File: config.mk
export PLATFORM = sky130hd
export DESIGN_NAME = grid_sampled_bright_spot_finder
export DESIGN_NICKNAME = d
export VERILOG_FILES = /design/src/hw/rtl/gsbsf_pkg.sv /design/src/hw/rtl/gsbsf_ctrl.sv /design/src/hw/rtl/gsbsf_dpath.sv /design/src/hw/rtl/grid_sampled_bright_spot_finder.sv
export SDC_FILE = /design/constraint.sdc
export NUM_CORES = 1
export LEC_CHECK = 0
export BUFFER_PORTS_ARGS = -buffer_cell sky130_fd_sc_hd__buf_2
export CAP_MARGIN = 15
export CORE_UTILIZATION = 60
export DETAILED_ROUTE_END_ITERATION = 8
export HOLD_SLACK_MARGIN = 0.1
export MAX_ROUTING_LAYER = met4
export PLACE_DENSITY = 0.77
export SETUP_SLACK_MARGIN = 0.3
export SYNTH_ARGS = -nofsm -noshare
export SYNTH_HDL_FRONTEND = slang
export SYNTH_SLANG_ARGS = --single-unit
File: constraint.sdc
create_clock -name clk -period 7.8 [get_ports clk]
set_input_delay 2.34 -clock clk [delete_from_list [all_inputs] [get_ports clk]]
set_output_delay 2.34 -clock clk [all_outputs]
set_load 0.01 [all_outputs]
File: src/hw/rtl/gsbsf_pkg.sv
// shared types and constants of the grid-sampled bright spot finder
`timescale 1ns / 1ps
package gsbsf_pkg;

  localparam int CFG_W    = 13;  // width of each configuration register
  localparam int CFG_IDX_W = 2;
  localparam int LEVEL_W  = 8;
  localparam int OUT_W    = 12;  // width of each mean on the result channel

  localparam logic [CFG_IDX_W-1:0] CFG_FRAME_WIDTH  = 2'd0;
  localparam logic [CFG_IDX_W-1:0] CFG_FRAME_HEIGHT = 2'd1;
  localparam logic [CFG_IDX_W-1:0] CFG_COLUMN_STEP  = 2'd2;
  localparam logic [CFG_IDX_W-1:0] CFG_ROW_STEP     = 2'd3;

  typedef enum logic [1:0] {
    ST_RUN,
    ST_SUM,
    ST_DIV,
    ST_HOLD
  } gsbsf_state_t;

  typedef struct packed {
    logic take_pixel;
    logic sum_step;
    logic div_step;
    logic load_out;
  } gsbsf_cmd_t;

  typedef struct packed {
    logic sum_last;
  } gsbsf_status_t;

endpackage

File: src/hw/rtl/gsbsf_ctrl.sv
// controller: sequences pixel intake, table summing, mean division and result hand-off
`timescale 1ns / 1ps
module gsbsf_ctrl (
  input  logic                    clk,
  input  logic                    rst_n,
  input  logic                    in_tvalid,
  input  logic                    in_tlast,
  output logic                    in_tready,
  output logic                    out_tvalid,
  input  logic                    out_tready,
  input  gsbsf_pkg::gsbsf_status_t status,
  output gsbsf_pkg::gsbsf_cmd_t    cmd,
  output gsbsf_pkg::gsbsf_state_t  state
);
  import gsbsf_pkg::*;

  gsbsf_state_t state_r, state_nxt;
  logic         out_valid_r, out_valid_nxt;
  logic         out_free;

  assign out_free = !out_valid_r || out_tready;

  always_comb begin
    state_nxt = state_r;
    case (state_r)
      ST_RUN: begin
        if (in_tvalid && in_tlast) state_nxt = ST_SUM;
      end
      ST_SUM: begin
        if (status.sum_last) state_nxt = ST_DIV;
      end
      ST_DIV: begin
        state_nxt = ST_HOLD;
      end
      ST_HOLD: begin
        if (out_free) state_nxt = ST_RUN;
      end
      default: state_nxt = ST_RUN;
    endcase
  end

  always_comb begin
    in_tready      = 1'b0;
    cmd.take_pixel = 1'b0;
    cmd.sum_step   = 1'b0;
    cmd.div_step   = 1'b0;
    cmd.load_out   = 1'b0;
    case (state_r)
      ST_RUN: begin
        in_tready      = 1'b1;
        cmd.take_pixel = in_tvalid;
      end
      ST_SUM:  cmd.sum_step = 1'b1;
      ST_DIV:  cmd.div_step = 1'b1;
      ST_HOLD: cmd.load_out = out_free;
      default: in_tready = 1'b0;
    endcase
  end

  always_comb begin
    out_valid_nxt = out_valid_r;
    if (cmd.load_out) out_valid_nxt = 1'b1;
    else if (out_tready) out_valid_nxt = 1'b0;
  end

  always_ff @(posedge clk) begin
    if (!rst_n) begin
      state_r     <= ST_RUN;
      out_valid_r <= 1'b0;
    end else begin
      state_r     <= state_nxt;
      out_valid_r <= out_valid_nxt;
    end
  end

  assign out_tvalid = out_valid_r;
  assign state      = state_r;

endmodule

File: src/hw/rtl/gsbsf_dpath.sv
// datapath: config registers, grid counters, sorted spot table, summing and mean division
`timescale 1ns / 1ps
module gsbsf_dpath #(
  parameter int SPOT_COUNT = 4,
  parameter int COORD_BITS = 12
) (
  input  logic                              clk,
  input  logic                              rst_n,
  input  logic                              cfg_valid,
  input  logic [gsbsf_pkg::CFG_IDX_W-1:0]   cfg_index,
  input  logic [gsbsf_pkg::CFG_W-1:0]       cfg_data,
  input  logic [gsbsf_pkg::LEVEL_W-1:0]     pixel_level,
  input  logic                              end_of_frame,
  input  gsbsf_pkg::gsbsf_cmd_t             cmd,
  output gsbsf_pkg::gsbsf_status_t          status,
  output logic [gsbsf_pkg::OUT_W-1:0]       mean_x,
  output logic [gsbsf_pkg::OUT_W-1:0]       mean_y
);
  import gsbsf_pkg::*;

  localparam int EW  = (COORD_BITS + 1 > CFG_W) ? COORD_BITS + 1 : CFG_W;
  localparam int KW  = (SPOT_COUNT > 1) ? $clog2(SPOT_COUNT) : 1;
  localparam int LW  = $clog2(SPOT_COUNT);
  localparam int SW  = COORD_BITS + LW;
  localparam int MW  = SW + 1;
  localparam int SH  = SW + LW;
  localparam int PW  = SW + MW;
  localparam logic [EW-1:0] LIMIT   = EW'(1) << COORD_BITS;
  // rounded-up reciprocal, exact for every sum below 2^SW
  localparam longint unsigned RECIP_FULL =
    ((64'd1 << SH) + 64'(SPOT_COUNT) - 64'd1) / 64'(SPOT_COUNT);
  localparam logic [MW-1:0] RECIP = MW'(RECIP_FULL);

  function automatic logic [EW-1:0] eff(input logic [CFG_W-1:0] r);
    logic [EW-1:0] v;
    begin
      v = EW'(r);
      if (r == '0) eff = EW'(1);
      else if (v > LIMIT) eff = LIMIT;
      else eff = v;
    end
  endfunction

  // configuration
  logic [CFG_W-1:0] width_r, height_r, col_step_r, row_step_r;

  always_ff @(posedge clk) begin
    if (!rst_n) begin
      width_r    <= CFG_W'(640);
      height_r   <= CFG_W'(480);
      col_step_r <= CFG_W'(3);
      row_step_r <= CFG_W'(3);
    end else if (cfg_valid) begin
      case (cfg_index)
        CFG_FRAME_WIDTH:  width_r    <= cfg_data;
        CFG_FRAME_HEIGHT: height_r   <= cfg_data;
        CFG_COLUMN_STEP:  col_step_r <= cfg_data;
        CFG_ROW_STEP:     row_step_r <= cfg_data;
        default:          width_r    <= width_r;
      endcase
    end
  end

  // grid position counters
  logic [COORD_BITS-1:0] col_cnt_r, col_cnt_nxt, row_cnt_r, row_cnt_nxt;
  logic [COORD_BITS-1:0] col_ph_r, col_ph_nxt, row_ph_r, row_ph_nxt;
  logic [EW-1:0]         col_inc, row_inc, col_ph_inc, row_ph_inc;
  logic                  sampled;

  assign col_inc    = EW'(col_cnt_r) + EW'(1);
  assign row_inc    = EW'(row_cnt_r) + EW'(1);
  assign col_ph_inc = EW'(col_ph_r) + EW'(1);
  assign row_ph_inc = EW'(row_ph_r) + EW'(1);
  assign sampled    = (col_ph_r == '0) && (row_ph_r == '0);

  always_comb begin
    col_cnt_nxt = col_cnt_r;
    row_cnt_nxt = row_cnt_r;
    col_ph_nxt  = col_ph_r;
    row_ph_nxt  = row_ph_r;
    if (cmd.take_pixel) begin
      if (end_of_frame) begin
        col_cnt_nxt = '0;
        row_cnt_nxt = '0;
        col_ph_nxt  = '0;
        row_ph_nxt  = '0;
      end else if (col_inc >= eff(width_r)) begin
        col_cnt_nxt = '0;
        col_ph_nxt  = '0;
        if (row_inc >= eff(height_r)) begin
          row_cnt_nxt = '0;
          row_ph_nxt  = '0;
        end else begin
          row_cnt_nxt = COORD_BITS'(row_inc);
          row_ph_nxt  = (row_ph_inc >= eff(row_step_r)) ? '0 : COORD_BITS'(row_ph_inc);
        end
      end else begin
        col_cnt_nxt = COORD_BITS'(col_inc);
        col_ph_nxt  = (col_ph_inc >= eff(col_step_r)) ? '0 : COORD_BITS'(col_ph_inc);
      end
    end
  end

  always_ff @(posedge clk) begin
    if (!rst_n) begin
      col_cnt_r <= '0;
      row_cnt_r <= '0;
      col_ph_r  <= '0;
      row_ph_r  <= '0;
    end else begin
      col_cnt_r <= col_cnt_nxt;
      row_cnt_r <= row_cnt_nxt;
      col_ph_r  <= col_ph_nxt;
      row_ph_r  <= row_ph_nxt;
    end
  end

  // spot table, brightest first; registered compare-and-shift insert
  logic [LEVEL_W-1:0]    lvl_r [SPOT_COUNT];
  logic [COORD_BITS-1:0] scol_r[SPOT_COUNT];
  logic [COORD_BITS-1:0] srow_r[SPOT_COUNT];
  logic [LEVEL_W-1:0]    lvl_nxt [SPOT_COUNT];
  logic [COORD_BITS-1:0] scol_nxt[SPOT_COUNT];
  logic [COORD_BITS-1:0] srow_nxt[SPOT_COUNT];
  logic [SPOT_COUNT-1:0] keep;
  logic                  enter;

  assign enter = cmd.take_pixel && sampled && (pixel_level > lvl_r[SPOT_COUNT-1]);

  always_comb begin
    for (int k = 0; k < SPOT_COUNT; k++) begin
      keep[k]     = lvl_r[k] >= pixel_level;
      lvl_nxt[k]  = lvl_r[k];
      scol_nxt[k] = scol_r[k];
      srow_nxt[k] = srow_r[k];
      if (cmd.sum_step && status.sum_last) begin
        lvl_nxt[k]  = '0;
        scol_nxt[k] = '0;
        srow_nxt[k] = '0;
      end else if (enter && !keep[k]) begin
        if (k == 0 || keep[(k > 0) ? k - 1 : 0]) begin
          lvl_nxt[k]  = pixel_level;
          scol_nxt[k] = col_cnt_r;
          srow_nxt[k] = row_cnt_r;
        end else begin
          lvl_nxt[k]  = lvl_r[(k > 0) ? k - 1 : 0];
          scol_nxt[k] = scol_r[(k > 0) ? k - 1 : 0];
          srow_nxt[k] = srow_r[(k > 0) ? k - 1 : 0];
        end
      end
    end
  end

  always_ff @(posedge clk) begin
    if (!rst_n) begin
      for (int k = 0; k < SPOT_COUNT; k++) begin
        lvl_r[k]  <= '0;
        scol_r[k] <= '0;
        srow_r[k] <= '0;
      end
    end else begin
      for (int k = 0; k < SPOT_COUNT; k++) begin
        lvl_r[k]  <= lvl_nxt[k];
        scol_r[k] <= scol_nxt[k];
        srow_r[k] <= srow_nxt[k];
      end
    end
  end

  // one entry per cycle into the sums, then a reciprocal
  // multiplication divides both sums by the spot count
  logic [KW-1:0] k_r;
  logic [SW-1:0] acc_x_r, acc_y_r;
  logic [PW-1:0] prod_x, prod_y;

  assign prod_x = PW'(acc_x_r) * PW'(RECIP);
  assign prod_y = PW'(acc_y_r) * PW'(RECIP);

  assign status.sum_last = (k_r == KW'(SPOT_COUNT - 1));

  always_ff @(posedge clk) begin
    if (cmd.take_pixel && end_of_frame) begin
      k_r     <= '0;
      acc_x_r <= '0;
      acc_y_r <= '0;
    end else if (cmd.sum_step) begin
      k_r     <= k_r + KW'(1);
      acc_x_r <= acc_x_r + SW'(scol_r[k_r]);
      acc_y_r <= acc_y_r + SW'(srow_r[k_r]);
    end else if (cmd.div_step) begin
      acc_x_r <= SW'(prod_x[SH +: COORD_BITS]);
      acc_y_r <= SW'(prod_y[SH +: COORD_BITS]);
    end
  end

  // result register
  logic [OUT_W-1:0] mean_x_r, mean_y_r;

  always_ff @(posedge clk) begin
    if (cmd.load_out) begin
      mean_x_r <= OUT_W'(acc_x_r);
      mean_y_r <= OUT_W'(acc_y_r);
    end
  end

  assign mean_x = mean_x_r;
  assign mean_y = mean_y_r;

endmodule

File: src/hw/rtl/grid_sampled_bright_spot_finder.sv
// top level of the grid-sampled bright spot finder
`timescale 1ns / 1ps
// Takes one pixel level per clock in raster order and keeps the SPOT_COUNT
// brightest pixels that fall on the column_step by row_step sampling grid.
// Ordinary pixels are taken one a cycle with no stall. On the pixel marked
// with tlast the block stops taking pixels for the table summing in ST_SUM
// (one entry a cycle), then ST_DIV divides both sums by SPOT_COUNT
// through a reciprocal multiplication, then ST_HOLD loads the result
// register, which must be free. The input is therefore closed from a frame
// end request until the result is loaded, including any wait for the
// previous result to be taken. The result carries the truncated mean column
// and row of the table, and the table is cleared for the next frame.
// Configuration requests are always taken and act at once.
module grid_sampled_bright_spot_finder #(
  parameter int SPOT_COUNT = 4,
  parameter int COORD_BITS = 12
) (
  input  logic                            clk,
  input  logic                            rst_n,
  input  logic                            cfg_valid,
  output logic                            cfg_ready,
  input  logic [gsbsf_pkg::CFG_IDX_W-1:0] cfg_index,
  input  logic [gsbsf_pkg::CFG_W-1:0]     cfg_data,
  input  logic                            in_tvalid,
  output logic                            in_tready,
  input  logic [7:0]                      in_tdata,   // [7:0] pixel_level
  input  logic                            in_tlast,   // end_of_frame
  output logic                            out_tvalid,
  input  logic                            out_tready,
  output logic [23:0]                     out_tdata   // [11:0] mean_x, [23:12] mean_y
);
  import gsbsf_pkg::*;

  gsbsf_cmd_t       cmd;
  gsbsf_status_t    status;
  gsbsf_state_t     state;
  logic [OUT_W-1:0] mean_x, mean_y;

  assign cfg_ready = 1'b1;

  gsbsf_ctrl u_ctrl (
    .clk        (clk),
    .rst_n      (rst_n),
    .in_tvalid  (in_tvalid),
    .in_tlast   (in_tlast),
    .in_tready  (in_tready),
    .out_tvalid (out_tvalid),
    .out_tready (out_tready),
    .status     (status),
    .cmd        (cmd),
    .state      (state)
  );

  gsbsf_dpath #(
    .SPOT_COUNT (SPOT_COUNT),
    .COORD_BITS (COORD_BITS)
  ) u_dpath (
    .clk          (clk),
    .rst_n        (rst_n),
    .cfg_valid    (cfg_valid),
    .cfg_index    (cfg_index),
    .cfg_data     (cfg_data),
    .pixel_level  (in_tdata[LEVEL_W-1:0]),
    .end_of_frame (in_tlast),
    .cmd          (cmd),
    .status       (status),
    .mean_x       (mean_x),
    .mean_y       (mean_y)
  );

  assign out_tdata = {mean_y, mean_x};

  // a frame end request always closes the input for the summing pass
  a_eof_stalls: assert property (@(posedge clk) disable iff (!rst_n)
    in_tvalid && in_tready && in_tlast |=> !in_tready && state == ST_SUM)
    else $error("input still open after frame end");

  // a new result is only loaded from the hold state, never while pixels flow
  a_result_from_hold: assert property (@(posedge clk) disable iff (!rst_n)
    $rose(out_tvalid) |-> !$past(in_tready) && $past(state) == ST_HOLD)
    else $error("result loaded outside hold state");

  // the division state is followed directly by the hold state
  a_div_then_hold: assert property (@(posedge clk) disable iff (!rst_n)
    state == ST_DIV |=> state == ST_HOLD)
    else $error("division not followed by hold");

endmodule

; ---- Word level (Yosys, flattened, before mapping)
; Memory sizes are Yosys's and may differ from the RTL's. A register that Yosys moved wholly into a read port is not among the register bits.
; Cells that the tools add are included.
[word_totals]
reg_bits = 157
ram_bits = 128
inputBits = 29
output_inout_bits = 27
n_memories = 3
[mem_list]
columns = memory, depth, width, read_ports, rd_clocked_by_memory_dff, write_ports, line_no
row1 = u_dpath.scol_r, 4, 12, 4, 1, 4, gsbsf_dpath.sv:120  ; logic [COORD_BITS-1:0] scol_r[SPOT_COUNT];
row2 = u_dpath.srow_r, 4, 12, 4, 1, 4, gsbsf_dpath.sv:121  ; logic [COORD_BITS-1:0] srow_r[SPOT_COUNT];
row3 = u_dpath.lvl_r, 4, 8, 4, 0, 4, gsbsf_dpath.sv:119  ; logic [LEVEL_W-1:0] lvl_r [SPOT_COUNT];
[op_classes]
addsub = 7
n_lt_le_gt_ge = 13
n_eq_ne = 11
muxes = 98
n_bitwise = 12
reduce_logical = 34
[op_table]
columns = operator, n
row1 = $mux W12, 42
row2 = $mux W13, 20
row3 = $mux W8, 15
row4 = $mux W14, 4
row5 = $add A12 B1 Y13 const B, 4
row6 = $ge A13 B13 Y1, 4
row7 = $gt A13 B13 Y1 const B, 4
row8 = $logic_not A13 Y1, 4
row9 = $ge A8 B8 Y1, 4
row10 = $add A14 B12 Y14, 2
row11 = $logic_not A12 Y1, 2
row12 = $mux W2, 7
row13 = $or A1 B1 Y1, 12
row14 = $reduce_and A2 Y1, 6
row15 = $eq A2 B2 Y1 const B, 5
row16 = $logic_and A1 B1 Y1, 10
row17 = $mux W1, 9
row18 = $gt A8 B8 Y1, 1
row19 = $pmux W2 S4, 1
row20 = $ne A2 B1 Y1 const B, 3
row21 = $reduce_bool A2 Y1, 3
row22 = $logic_not A1 Y1, 5
row23 = $eq A2 B1 Y1 const B, 2
row24 = $logic_not A2 Y1, 2
row25 = other kinds (4), 4

; ---- Depth between registers and ports, before layout
[depth]
word_depth = 19
depth_mapped = 14

; ---- Hierarchy
; Synthesis repeated with hierarchy kept, for this count alone.
[hier_totals]
hier_cells = 1764
area_unflattened_um2 = 16186.8
[modules_own_cells]
columns = mod, n_inst, cells_per_inst, area_each_um2
row1 = gsbsf_dpath, 1, 1738, 15947.8
row2 = gsbsf_ctrl, 1, 24, 227.7
row3 = grid_sampled_bright_spot_finder, 1, 2, 11.3

; ---- Worst setup path after synthesis
; Ideal clock, no wire load.
[synth_path]
path_type = input port to flip-flop
start = input in_tdata[5]
end = memory u_dpath.scol_r[3][0], enable pin
arrival_ps = 4325
required_time_ps = 7421
setup_slack_ps = 3096
path_stages = 9
cell_sequence = inv_1 ha_1 a21o_1 a21o_1 a211o_1 nor2_1 buf_2 a21oi_1 inv_1
[synth_lines]
columns = element, line_no
row1 = "start, declared", grid_sampled_bright_spot_finder.sv:26  ; input logic [7:0] in_tdata,
row2 = "end, declared", gsbsf_dpath.sv:120

==> impl_results.md <==
* Antenna violations before repair at 1
* Element type at the critical path start: input port
* Worst Tran Pin Value at 1.09 ns
* Clock power share at 25.1%
* Max Cap Viol at 0
* CTS tree: yes
* Gate Count Post-Synth at 1,798
* DIE AREA at 27,500 sq um
* Ys flop type: dfxtp_1
* FF-to-FF Start: u_dpath.row_cnt_r[1]$_SDFFE_PN0P_
* Post-CTS setup buffers at 0
* Final Instance Area at 17,500 sq um
* Routed vias at 13,200
* Sequential fraction of the synthesis area at 38.7%
* Hold Crit Class: reg2reg
* Final Max Tran Viols at 0
* Setup crit end kind: flip-flop
* Clk_skew at 0.0162 ns
* Count of final setup violators at 0
* Worst skew pair latency at 0.56 ns
* Final hold slack at 0.469 ns
* # port buffers at 54
* Outcome: complete, but fails checks
* Final WS setup at 2.65 ns
* Fraction of layout cells with a size suffix above 1 at 9.35%
* First-pass GRT wire length at 63,900 um
* Placer congestion estimate at 0.969
* WP buf/inv at 4
* H-tree levels at 1
* Cts hold-fix bufs at 0
* Starting Density at 61.4%
* Ys async rst share at 0%
* Worst reg2reg setup slack at 3.66 ns
* Critical path arrival at 5.31 ns
* Period utilization at 66.0%
* Failing checks: DRC
* Placed instance area at 16,400 sq um
* Pre-CTS WS at 2.17 ns
* Total CTS buffers at 31
* Critical Path Stages at 10
* RSZ-0062 raised after global routing: false
* Root buffer cell: clkbuf_16
* N_diodes at 0
* Resized cells post-CTS at 0
* Critical path peak fanout at 38
* Ys Warns at 0
* Slew margin rel. at 27.5%
* Area grow syn2layout at 8.64%
* WL per Instance at 17.9 um
* Largest net degree at the start of global routing at 73
* Setup CP Type: in2reg
* FF+latch count, synth at 287
* Hold depth at 1
* Internal power at 0.00371 W
* Post-Syn Area at 16,100 sq um
* Slowest cell delay on critical path at 0.88 ns
* FP Rows at 59
* Vias in the first global route at 12,800
* R2R depth at 12
* Clock transition at path regs at 0.06 ns
* P_leak at 7.44 nW
* Power Density at 340 nW/um^2
* # nets final at 1,934
* Post-synth EDFFs at 48
* Chip width at 166 um
* Crit path max-delay cell type: inv_1
* Fmax at 0.194 GHz
* TritonRoute pass-1 iters at 7
* DRT Wirelength at 38,300 um
* Minimum clock period at 5.15 ns
* Vias per cell at 6.17
* DRC errors left at 4
* CP Cell Sequence: buf_2 > inv_1 > ha_1 > a21o_1 > a21o_1 > a211o_1 > nor2_2 > buf_4 > a21oi_1 > inv_1
* NetSw at 0.00223 W
* DPL Wire Length at 26,200 um
* Routed Antenna Nets at 0
* Hold Vio Cnt, Final at 0
* # IOs at 56
* Sw frac at 37.6%
* Family with the most delay on the worst path: buffers and inverters
* Synthesized area per cell at 8.95 sq um
* Critical Path RT at 7.96 ns
* Chip Height at 166 um
* Yosys cell types at 72
* GRT Overall Usage at 28.8%
* Clock Path Buffers at 3
* Core ar. at 26,200 sq um
* Mapped Nets at 1,948
* Sum Neg Setup Slack at 0 ns
* Peak VDD IR at 0.000186 V
* HP Start: u_dpath.lvl_r[3][0]$_SDFFE_PP0P_
* Sequential power share at 36.2%
* GR Overflow Total at 0
* CP startpoint: in_tdata[5]
* Combinational group share of total power at 38.7%
* Sink Count at 287
* Starting DRT DRC Count at 940
[cell type report]
cell class / instances / area (sq um)
clock buffer: 46 / 872
clock inverter: 11 / 164
fill: 2110 / 8720
inverter: 54 / 203
multi-input combinational: 1333 / 9160
sequential: 287 / 6230
tap: 335 / 419
timing repair buffer: 77 / 440
[sequential cells by signal, indices dropped and copies added (netlist names), named ones only]
| signal | flops |
|---|---|
| u_dpath.row_cnt_r | 12 |
| u_dpath.col_cnt_r | 12 |
| u_dpath.width_r | 13 |
| u_dpath.srow_r | 48 |
| u_dpath.row_ph_r | 12 |
| u_dpath.row_step_r | 13 |
| u_ctrl.out_tvalid | 1 |
| u_dpath.height_r | 13 |
| u_ctrl.state | 2 |
| u_dpath.mean_y | 12 |
| u_dpath.acc_x_r | 14 |
| u_dpath.acc_y_r | 14 |
| u_dpath.col_step_r | 13 |
| u_dpath.col_ph_r | 12 |
| u_dpath.mean_x | 12 |
| u_dpath.scol_r | 48 |
| u_dpath.k_r | 2 |
| u_dpath.lvl_r | 32 |
[power by group through the flow]
stage | combinational, W | clock [W] | sequential, W
6_report | 0.00230 | 0.00150 | 0.00215
3_5_place_dp | 0.00227 | 0 | 0.00217
2_1_floorplan | 0.00184 | 0 | 0.00207
3_3_place_gp | 0.00220 | 0 | 0.00215
4_1_cts | 0.00229 | 0.00152 | 0.00214
5_1_grt | 0.00255 | 0.00157 | 0.00219
[placed cells by master (no fill, tap or decap), drive strengths merged, types with 14 or more instances in the layout]
cell type  instances
a211oi            81
a21o              25
a21oi            167
a31oi             20
buf               77
clkbuf            46
dfxtp            239
edfxtp            48
ha               119
inv               55
mux2i            127
mux4              24
nand2            232
nand3             54
nand4             32
nor2             159
nor2b             17
nor3              26
nor4              14
o21ai             40
xnor2             29
xor2              17
[logic make-up after synthesis]
group           share of synthesized area [%]
xor+xnor                                 2.50
other cells                            0.0233
simple gates                             17.0
compound gates                           16.2
flops                                    38.7
fa+ha+maj                                9.50
mux                                      11.4
buf+inv                                  4.64
[cell usage after synthesis, types with 5 or more instances]
master / count / area (sq um)
a21oi_1: 167 / 836
mux4_2: 24 / 541
xor2_1: 17 / 149
buf_4: 5 / 37.5
buf_6: 5 / 56.3
dfxtp_1: 239 / 4780
o211ai_1: 8 / 60.1
mux2i_1: 127 / 1270
buf_1: 6 / 22.5
o2bb2ai_1: 9 / 78.8
ha_1: 119 / 1490
nor4_1: 13 / 81.3
a211oi_1: 80 / 601
nor2_1: 159 / 597
edfxtp_1: 48 / 1440
nand2_1: 232 / 871
and3_1: 13 / 81.3
o21a_1: 7 / 52.6
nor3_1: 26 / 130
a31oi_1: 20 / 125
inv_1: 53 / 199
nand3b_1: 8 / 60.1
buf_2: 18 / 90.1
or3_1: 13 / 81.3
xnor2_1: 29 / 254
o21ai_0: 38 / 190
o22ai_1: 6 / 37.5
clkbuf_1: 90 / 338
and2_1: 5 / 31.3
nand4_1: 32 / 200
a21o_1: 25 / 188
nand3_1: 54 / 270
or2_2: 5 / 31.3
nor2b_1: 17 / 106
nand2b_1: 13 / 81.3
[metal layers]
| layer | track usage [%] | wire (um) | part of all wire (%) | vias up |
|---|---|---|---|---|
| met2 | 48.4 | 18500 | 48 | 383 |
| li1 | - | - | - | 6479 |
| met1 | 37.1 | 17000 | 44 | 6289 |
| met3 | 2.57 | 1920 | 5.0 | 66 |
| met5 | - | 0 | 0 | - |
| met4 | 8.09 | 840 | 2.2 | 0 |
[worst paths after layout]
path	endpoint
setup reg to reg	u_dpath.row_cnt_r[4]$_SDFFE_PN0P_
setup / recovery	u_dpath.scol_r[3][10]$_SDFFCE_PP0P_
hold / removal	u_dpath.lvl_r[3][0]$_SDFFE_PP0P_
hold reg to reg	u_dpath.lvl_r[3][0]$_SDFFE_PP0P_
[through the flow]
stage | cells | util [%] | total power (W)
global route | 2143 | 66.7 | 0.00631
global placement | 2085 | 62.7 | 0.00436
detailed placement | 2085 | 62.7 | 0.00443
finish | 2143 | 66.7 | 0.00595
floorplan | 1798 | - | 0.00391
CTS | 2142 | 66.7 | 0.00594
(Power assumes the default switching activity.)
